**config.mk**
```make
export PLATFORM = sky130hd
export DESIGN_NAME = mips_execute_unit
export DESIGN_NICKNAME = d
export VERILOG_FILES = /design/src/rtl/core/mex_pkg.sv /design/src/rtl/core/mex_decode.sv /design/src/rtl/core/mex_alu.sv /design/src/rtl/core/mips_execute_unit.sv
export SDC_FILE = /design/constraint.sdc
export NUM_CORES = 1
export LEC_CHECK = 0
export BUFFER_PORTS_ARGS = -buffer_cell sky130_fd_sc_hd__clkbuf_2
export CAP_MARGIN = 20
export CORE_MARGIN = 1.5
export CORE_UTILIZATION = 40
export DETAILED_ROUTE_END_ITERATION = 12
export PLACE_DENSITY = 0.68
export SETUP_SLACK_MARGIN = 0.05
export SKIP_LAST_GASP = 1
export SYNTH_ARGS = -nofsm -noshare
export SYNTH_HDL_FRONTEND = slang
export SYNTH_SLANG_ARGS = --single-unit
export TNS_END_PERCENT = 50
```
**constraint.sdc**
```tcl
create_clock -name clk -period 5.1 [get_ports clk]
set_clock_uncertainty 0.05 [all_clocks]
set_input_delay 0 -clock clk [delete_from_list [all_inputs] [get_ports clk]]
set_output_delay 0 -clock clk [all_outputs]
set_load 0.05 [all_outputs]
```
**src/rtl/core/mex_pkg.sv**
```systemverilog
// Shared types and operation codes for the MIPS execute unit.
package mex_pkg;

    localparam int unsigned WORD_W = 32;
    localparam int unsigned CODE_W = 6;

    localparam logic KIND_RTYPE = 1'b0;
    localparam logic KIND_OTHER = 1'b1;

    localparam logic [CODE_W-1:0] FN_SLL   = 6'd0;
    localparam logic [CODE_W-1:0] FN_SRL   = 6'd2;
    localparam logic [CODE_W-1:0] FN_SRA   = 6'd3;
    localparam logic [CODE_W-1:0] FN_SLLV  = 6'd4;
    localparam logic [CODE_W-1:0] FN_SRLV  = 6'd6;
    localparam logic [CODE_W-1:0] FN_SRAV  = 6'd7;
    localparam logic [CODE_W-1:0] FN_JR    = 6'd8;
    localparam logic [CODE_W-1:0] FN_JALR  = 6'd9;
    localparam logic [CODE_W-1:0] FN_MFHI  = 6'd16;
    localparam logic [CODE_W-1:0] FN_MTHI  = 6'd17;
    localparam logic [CODE_W-1:0] FN_MFLO  = 6'd18;
    localparam logic [CODE_W-1:0] FN_MTLO  = 6'd19;
    localparam logic [CODE_W-1:0] FN_ADD   = 6'd32;
    localparam logic [CODE_W-1:0] FN_ADDU  = 6'd33;
    localparam logic [CODE_W-1:0] FN_SUB   = 6'd34;
    localparam logic [CODE_W-1:0] FN_SUBU  = 6'd35;
    localparam logic [CODE_W-1:0] FN_AND   = 6'd36;
    localparam logic [CODE_W-1:0] FN_OR    = 6'd37;
    localparam logic [CODE_W-1:0] FN_XOR   = 6'd38;
    localparam logic [CODE_W-1:0] FN_NOR   = 6'd39;
    localparam logic [CODE_W-1:0] FN_SLT   = 6'd42;
    localparam logic [CODE_W-1:0] FN_SLTU  = 6'd43;

    localparam logic [CODE_W-1:0] OPC_J     = 6'd2;
    localparam logic [CODE_W-1:0] OPC_JAL   = 6'd3;
    localparam logic [CODE_W-1:0] OPC_BLEZ  = 6'd6;
    localparam logic [CODE_W-1:0] OPC_ADDI  = 6'd8;
    localparam logic [CODE_W-1:0] OPC_ADDIU = 6'd9;
    localparam logic [CODE_W-1:0] OPC_SLTI  = 6'd10;
    localparam logic [CODE_W-1:0] OPC_SLTIU = 6'd11;
    localparam logic [CODE_W-1:0] OPC_ANDI  = 6'd12;
    localparam logic [CODE_W-1:0] OPC_ORI   = 6'd13;
    localparam logic [CODE_W-1:0] OPC_XORI  = 6'd14;
    localparam logic [CODE_W-1:0] OPC_LUI   = 6'd15;
    localparam logic [CODE_W-1:0] OPC_LB    = 6'd32;
    localparam logic [CODE_W-1:0] OPC_LH    = 6'd33;
    localparam logic [CODE_W-1:0] OPC_LW    = 6'd35;
    localparam logic [CODE_W-1:0] OPC_LBU   = 6'd36;
    localparam logic [CODE_W-1:0] OPC_LHU   = 6'd37;
    localparam logic [CODE_W-1:0] OPC_SB    = 6'd40;
    localparam logic [CODE_W-1:0] OPC_SH    = 6'd41;
    localparam logic [CODE_W-1:0] OPC_SW    = 6'd43;

    localparam int unsigned LUI_SHIFT = 16;

    typedef enum logic [4:0] {
        OP_NONE,
        OP_ADD,
        OP_SUB,
        OP_AND,
        OP_OR,
        OP_XOR,
        OP_NOR,
        OP_SLT,
        OP_SLTU,
        OP_SLL,
        OP_SRL,
        OP_SRA,
        OP_JR,
        OP_JALR,
        OP_MOVE,
        OP_LUI,
        OP_BLEZ,
        OP_JUMP,
        OP_JAL
    } alu_op_t;

    typedef struct packed {
        alu_op_t op;
        logic    is_load;
        logic    unknown;
    } dec_ctrl_t;

endpackage

```
**src/rtl/core/mex_decode.sv**
```systemverilog
// Instruction class and code decoder for the MIPS execute unit.
module mex_decode (
    input  logic                          kind,
    input  logic [mex_pkg::CODE_W-1:0]    code,
    output mex_pkg::dec_ctrl_t            ctrl
);

    always_comb
    begin
        ctrl.op      = mex_pkg::OP_NONE;
        ctrl.is_load = 1'b0;
        ctrl.unknown = 1'b0;
        if (kind == mex_pkg::KIND_RTYPE)
        begin
            unique case (code) inside
                mex_pkg::FN_ADD, mex_pkg::FN_ADDU:   ctrl.op = mex_pkg::OP_ADD;
                mex_pkg::FN_SUB, mex_pkg::FN_SUBU:   ctrl.op = mex_pkg::OP_SUB;
                mex_pkg::FN_AND:                     ctrl.op = mex_pkg::OP_AND;
                mex_pkg::FN_OR:                      ctrl.op = mex_pkg::OP_OR;
                mex_pkg::FN_XOR:                     ctrl.op = mex_pkg::OP_XOR;
                mex_pkg::FN_NOR:                     ctrl.op = mex_pkg::OP_NOR;
                mex_pkg::FN_SLT:                     ctrl.op = mex_pkg::OP_SLT;
                mex_pkg::FN_SLTU:                    ctrl.op = mex_pkg::OP_SLTU;
                mex_pkg::FN_SLL, mex_pkg::FN_SLLV:   ctrl.op = mex_pkg::OP_SLL;
                mex_pkg::FN_SRL, mex_pkg::FN_SRLV:   ctrl.op = mex_pkg::OP_SRL;
                mex_pkg::FN_SRA, mex_pkg::FN_SRAV:   ctrl.op = mex_pkg::OP_SRA;
                mex_pkg::FN_JR:                      ctrl.op = mex_pkg::OP_JR;
                mex_pkg::FN_JALR:                    ctrl.op = mex_pkg::OP_JALR;
                mex_pkg::FN_MFHI, mex_pkg::FN_MTHI,
                mex_pkg::FN_MFLO, mex_pkg::FN_MTLO:  ctrl.op = mex_pkg::OP_MOVE;
                default:                             ctrl.unknown = 1'b1;
            endcase
        end
        else
        begin
            unique case (code) inside
                mex_pkg::OPC_ADDI, mex_pkg::OPC_ADDIU: ctrl.op = mex_pkg::OP_ADD;
                mex_pkg::OPC_SLTI:                     ctrl.op = mex_pkg::OP_SLT;
                mex_pkg::OPC_SLTIU:                    ctrl.op = mex_pkg::OP_SLTU;
                mex_pkg::OPC_ANDI:                     ctrl.op = mex_pkg::OP_AND;
                mex_pkg::OPC_ORI:                      ctrl.op = mex_pkg::OP_OR;
                mex_pkg::OPC_XORI:                     ctrl.op = mex_pkg::OP_XOR;
                mex_pkg::OPC_LUI:                      ctrl.op = mex_pkg::OP_LUI;
                mex_pkg::OPC_BLEZ:                     ctrl.op = mex_pkg::OP_BLEZ;
                mex_pkg::OPC_LB, mex_pkg::OPC_LH, mex_pkg::OPC_LW,
                mex_pkg::OPC_LBU, mex_pkg::OPC_LHU:
                begin
                    ctrl.op      = mex_pkg::OP_ADD;
                    ctrl.is_load = 1'b1;
                end
                mex_pkg::OPC_SB, mex_pkg::OPC_SH, mex_pkg::OPC_SW:
                                                       ctrl.op = mex_pkg::OP_MOVE;
                mex_pkg::OPC_J:                        ctrl.op = mex_pkg::OP_JUMP;
                mex_pkg::OPC_JAL:                      ctrl.op = mex_pkg::OP_JAL;
                default:                               ctrl.unknown = 1'b1;
            endcase
        end
    end

endmodule

```
**src/rtl/core/mex_alu.sv**
```systemverilog
// Datapath of the MIPS execute unit: value and next program counter.
module mex_alu (
    input  mex_pkg::alu_op_t              op,
    input  logic [mex_pkg::WORD_W-1:0]    x,
    input  logic [mex_pkg::WORD_W-1:0]    y,
    input  logic [mex_pkg::WORD_W-1:0]    pc,
    output logic [mex_pkg::WORD_W-1:0]    value,
    output logic [mex_pkg::WORD_W-1:0]    next_pc
);

    logic [4:0]                  sh;
    logic [mex_pkg::WORD_W-1:0]  jtarget;
    logic                        blez_taken;

    assign sh         = y[4:0];
    assign jtarget    = {pc[31:26], x[23:0], 2'b00};
    assign blez_taken = x[31] | (x == '0);

    always_comb
    begin
        value   = '0;
        next_pc = pc;
        case (op)
            mex_pkg::OP_ADD:  value = x + y;
            mex_pkg::OP_SUB:  value = x - y;
            mex_pkg::OP_AND:  value = x & y;
            mex_pkg::OP_OR:   value = x | y;
            mex_pkg::OP_XOR:  value = x ^ y;
            mex_pkg::OP_NOR:  value = ~(x | y);
            mex_pkg::OP_SLT:  value = {31'd0, $signed(x) < $signed(y)};
            mex_pkg::OP_SLTU: value = {31'd0, x < y};
            mex_pkg::OP_SLL:  value = x << sh;
            mex_pkg::OP_SRL:  value = x >> sh;
            mex_pkg::OP_SRA:  value = $unsigned($signed(x) >>> sh);
            mex_pkg::OP_JR:   next_pc = x;
            mex_pkg::OP_JALR:
            begin
                value   = pc;
                next_pc = y;
            end
            mex_pkg::OP_MOVE: value = x;
            mex_pkg::OP_LUI:  value = x << mex_pkg::LUI_SHIFT;
            mex_pkg::OP_BLEZ:
            begin
                if (blez_taken)
                    next_pc = pc + {y[29:0], 2'b00};
            end
            mex_pkg::OP_JUMP: next_pc = jtarget;
            mex_pkg::OP_JAL:
            begin
                value   = pc;
                next_pc = jtarget;
            end
            default:          value = '0;
        endcase
    end

endmodule

```
**src/rtl/core/mips_execute_unit.sv**
```systemverilog
// Top level of the MIPS execute unit: input register, decode, datapath, result register.
//
// Usage:
//   Present an instruction beat on kind, code, x_operand, y_operand and
//   current_address with start high; it is taken at the rising edge when
//   busy is low. busy stays low: a new beat may be taken every cycle.
//   The result beat (value, next_address, is_load, unknown_code) is driven
//   with done high for exactly one cycle once the result register has
//   captured it behind the input register; it is taken at the edge that
//   ends that cycle. Results leave in the order the beats came in.
//   The beat passes the input register, then decode and datapath into the
//   result register. Throughput: 1 beat per cycle, set by the single
//   pass through decoder and 32-bit adder/shifter between the registers.
//   Reset (rst_n low, asynchronous) drops any beat in flight and clears
//   done. The receiver cannot stall: each result is taken in its cycle.
module mips_execute_unit (
    input  logic               clk,
    input  logic               rst_n,
    input  logic               start,
    output logic               busy,
    input  logic               kind,
    input  logic [5:0]         code,
    input  logic signed [31:0] x_operand,
    input  logic signed [31:0] y_operand,
    input  logic [31:0]        current_address,
    output logic               done,
    output logic signed [31:0] value,
    output logic [31:0]        next_address,
    output logic               is_load,
    output logic               unknown_code
);

    logic                              in_valid_reg;
    logic                              kind_reg;
    logic [mex_pkg::CODE_W-1:0]        code_reg;
    logic [mex_pkg::WORD_W-1:0]        x_reg;
    logic [mex_pkg::WORD_W-1:0]        y_reg;
    logic [mex_pkg::WORD_W-1:0]        pc_reg;

    mex_pkg::dec_ctrl_t                ctrl;
    logic [mex_pkg::WORD_W-1:0]        value_next;
    logic [mex_pkg::WORD_W-1:0]        next_pc_next;

    logic                              done_reg;
    logic [mex_pkg::WORD_W-1:0]        value_reg;
    logic [mex_pkg::WORD_W-1:0]        next_pc_reg;
    logic                              is_load_reg;
    logic                              unknown_reg;

    assign busy = 1'b0;

    always_ff @(posedge clk or negedge rst_n)
    begin
        if (!rst_n)
        begin
            in_valid_reg <= 1'b0;
            done_reg     <= 1'b0;
        end
        else
        begin
            in_valid_reg <= start & ~busy;
            done_reg     <= in_valid_reg;
        end
    end

    always_ff @(posedge clk)
    begin
        if (start & ~busy)
        begin
            kind_reg <= kind;
            code_reg <= code;
            x_reg    <= $unsigned(x_operand);
            y_reg    <= $unsigned(y_operand);
            pc_reg   <= current_address;
        end
        if (in_valid_reg)
        begin
            value_reg   <= value_next;
            next_pc_reg <= next_pc_next;
            is_load_reg <= ctrl.is_load;
            unknown_reg <= ctrl.unknown;
        end
    end

    mex_decode u_decode (
        .kind (kind_reg),
        .code (code_reg),
        .ctrl (ctrl)
    );

    mex_alu u_alu (
        .op      (ctrl.op),
        .x       (x_reg),
        .y       (y_reg),
        .pc      (pc_reg),
        .value   (value_next),
        .next_pc (next_pc_next)
    );

    assign done         = done_reg;
    assign value        = $signed(value_reg);
    assign next_address = next_pc_reg;
    assign is_load      = is_load_reg;
    assign unknown_code = unknown_reg;

endmodule

```
==> results.md <==
* Status: finished clean
* Register-to-register path setup slack at 320 ps
* Capturing element type of the critical path: flop
* Post-layout instance count excluding filler cells at 2894
* Pin count of the biggest net entering global routing at 86
* Fraction of synthesized cell area taken by the top area cell type at 0.288
* Post-CTS Setup Bufs at 0
* Peak VDD IR at 0.280 mV
* Die area at 45400 sq um
* Area Growth Syn to Fin at 19.1%
* GR Util All Layers at 0.382
* Design area at 21000 sq um
* Worst Path Arrival at 4960 ps
* Distinct cell type count of the synthesized netlist at 94
* Leak Pwr at 8.47 nW
* Mapped Nets at 2312
* Number of fillers in the final layout at 4091
* Maximum root-to-sink buffer count at 2
* Power density over the cells at 306 nW/um^2
* Post-placement cell area at 19300 sq um
* Port bufs at 172
* Final number of setup-violating endpoints at 0
* Total power draw at 6.44 mW
* Proportion of layout cells with a drive suffix above 1 at 0.161
* Clock-pin slew on the worst setup and hold paths at 80 ps
* Net count of the finished layout at 2530
* Time the final worst path needs with I/O delays and setup at 4780 ps
* Number of enable flip-flop cells after synthesis at 169
* Async set-reset flop share out of synthesis at 0.0117
* Num Clock Sinks at 171
* Met1 global-route usage at 0.518
* Fraction of the yosys area taken by sequential cells at 0.291
* Clock Latency Late Sink at 490 ps
* Busiest grt layer: met2
* Routed length per instance at 30.2 um
* Number of maximum-capacitance violations at 0
* Number of global-route vias before repair at 18300
* Worst slew slack as a fraction of its limit at 0.197
* Clock root cell: sky130_fd_sc_hd__clkbuf_16
* Wire length of the first global-routing pass at 125000 um
* Effective utilization at floorplan at 0.408
* DRC violation count after routing at 0
* Detailed Routing Iterations Pass 1 at 7
* Timing-limited maximum frequency at 0.209 GHz
* Hold worst-path end: pc_reg[19]
* CORE AREA at 43300 sq um
* Worst Path Max Fanout at 9
* Crit-path cells: ha_1 -> fa_1 -> a211oi_1 -> o21ai_0 -> a2111oi_0 -> o41ai_1 -> buf_4 -> a31oi_1 -> buf_4 -> o21bai_1 -> a21o_1 -> a221o_1 -> a21o_1
* Post-synthesis sequential element count at 171
* HP Class: in -> reg
* Post-cts resize count at 0
* Via density at 6.71
* Chip height at 213 um
* Horizontal die dimension at 213 um
* Final-layout worst hold slack at 178 ps
* Total Negative Setup Slacks at 0 ps
* Final Core Density at 0.486
* H-tree lvl count at 4
* Final-report hold violation count at 0
* Tcrit/Tclk final at 0.938
* Data required time at the worst endpoint at 5280 ps
* First DRT Iteration DRCs at 3229
* Top-Level Pins at 174
* Length in cells of the worst reg-to-reg path at 13
* Mean Syn Cell Area at 8.49 sq um
* Setup ws final at 318 ps
* DPL Wire Length at 64500 um
* Area contributors post-synth: sky130_fd_sc_hd__edfxtp_1, sky130_fd_sc_hd__ha_1, sky130_fd_sc_hd__a21oi_1, sky130_fd_sc_hd__nor2_1, sky130_fd_sc_hd__o21ai_0
* Count of mapped cells out of synthesis at 2077
* Antenna violation net count after detailed routing at 0
* Kind of launch point of the worst setup path: flop
* Number of pins with negative max-slew slack in the final report at 0
* Vias post-DR at 19400
* Critical hold path startpoint: current_address[19]
* Main synth FF type: sky130_fd_sc_hd__edfxtp_1
* Tightest Pin Transition at 1200 ps
* Global Route met3 Usage at 0.108
* Routability cong. at 1.05
* Worst slack, placed at 532 ps
* WL final at 87400 um
* Area of the mapped netlist at 17600 sq um
* Largest delay contributor family on the critical path: compound AO/OA/AOI/OAI gates
* Buffers & Inverters on Critical Path at 2
* Antenna violations before repair at 1
* Cell with the biggest individual delay on the critical path: sky130_fd_sc_hd__a2111oi_0
* Delay of the slowest cell on the worst path at 880 ps
* Count of yosys warnings during synthesis at 0
* Critical register-to-register path endpoint: value[28]
* Clock buffer count from CTS at 17
* Count of placed standard cells including taps at 2755
* Origin of the critical flop-to-flop path: x_reg[0]
* Global route overflow at 0
* Row count at 76
* GRT met2 Usage at 0.555
* Hold Path Cell Cnt at 2
* Setup repair after global routing missed its margin: no
* CTS tree: done
* CP Class: reg -> reg
* Cell type with the largest total area after synthesis: sky130_fd_sc_hd__edfxtp_1
-- where the power goes --
group          internal (mW)  total, mW  switching [mW]
Clock                  0.929       1.56           0.633
Sequential              1.75       1.95           0.199
Combinational          0.963       2.93            1.96
-- area by class of cell --
type,count,area (sq um),share of cell area
Antenna cell,1,2.50,0.000119
Clock buffer,17,425,0.0202
Clock inverter,15,258,0.0123
Inverter,103,387,0.0184
Multi-Input combinational cell,1626,11400,0.542
Sequential cell,171,5130,0.244
Tap cell,585,732,0.0348
Timing Repair Buffer,376,2690,0.128
-- metal layers --
metal | share of wire | vias to the layer above
met5 | 0 | -
li1 | - | 8367
met3 | 0.13 | 253
met1 | 0.39 | 9338
met2 | 0.42 | 1471
met4 | 0.051 | 0
-- layout by cell type (no fill, tap or decap), drive strengths merged, types with 18 or more instances in the layout --
cell type | synthesis | final
a21o | 32 | 32
dlygate4sd3 | 0 | 106
nand4 | 22 | 22
a221oi | 44 | 44
mux2i | 46 | 46
o211ai | 23 | 23
nor3 | 41 | 41
edfxtp | 169 | 169
nor2 | 204 | 204
a22oi | 35 | 35
mux4 | 22 | 22
a31oi | 18 | 18
nand3 | 53 | 53
ha | 126 | 126
o21bai | 22 | 22
mux2 | 20 | 20
a21oi | 168 | 168
o22ai | 24 | 24
nand2b | 20 | 20
a222oi | 24 | 24
clkbuf | 98 | 188
nand2 | 150 | 150
o21ai | 156 | 156
inv | 103 | 108
a211oi | 41 | 41
xnor2 | 52 | 52
a22o | 21 | 21
buf | 79 | 99
-- synth_stat cells, types with 23 or more instances --
cell type,count
sky130_fd_sc_hd__a21o_1,32
sky130_fd_sc_hd__a21oi_1,168
sky130_fd_sc_hd__a222oi_1,24
sky130_fd_sc_hd__o21ai_0,146
sky130_fd_sc_hd__mux2i_1,46
sky130_fd_sc_hd__o211ai_1,23
sky130_fd_sc_hd__clkbuf_1,98
sky130_fd_sc_hd__inv_1,102
sky130_fd_sc_hd__ha_1,126
sky130_fd_sc_hd__nand2_1,150
sky130_fd_sc_hd__nand3_1,53
sky130_fd_sc_hd__xnor2_1,52
sky130_fd_sc_hd__o22ai_1,24
sky130_fd_sc_hd__edfxtp_1,169
sky130_fd_sc_hd__a221oi_1,44
sky130_fd_sc_hd__buf_2,53
sky130_fd_sc_hd__a22oi_1,35
sky130_fd_sc_hd__a211oi_1,37
sky130_fd_sc_hd__nor3_1,41
sky130_fd_sc_hd__nor2_1,203
-- what timing repair did --
action / in CTS / in global routing
endpoints found under the hold margin: 106 / 0
hold buffers: 106 / 0
endpoints found under the setup margin: 0 / 0
-- worst max path at each step --
| stage | slack, ps | to | startpoint | cells past startpoint |
|---|---|---|---|---|
| 3_5_place_dp | 530 | value[28] | x_reg[0] | 13 |
| 3_3_place_gp | 620 | value[28] | x_reg[0] | 13 |
| 6_report | 320 | value[28] | x_reg[0] | 13 |
| 2_1_floorplan | 970 | value[28] | y_reg[2] | 14 |
| 5_1_grt | 170 | value[28] | x_reg[0] | 13 |
| 4_1_cts | 410 | value[28] | x_reg[0] | 13 |
-- cell families (layout without fill, tap and decap cells) --
logic type | count (synthesis) | after routing | synth area share
flip-flops | 171 | 171 | 0.291
adder cells (fa/ha/maj) | 129 | 129 | 0.0928
buffers and inverters | 280 | 511 | 0.0663
multiplexers | 88 | 88 | 0.0670
AO/OA/AOI/OAI | 745 | 745 | 0.289
XOR/XNOR | 66 | 66 | 0.0328
other | 1 | 2 | 0.000213
AND/OR/NAND/NOR | 597 | 597 | 0.161
Note: power is estimated with default switching activity, not from simulation.
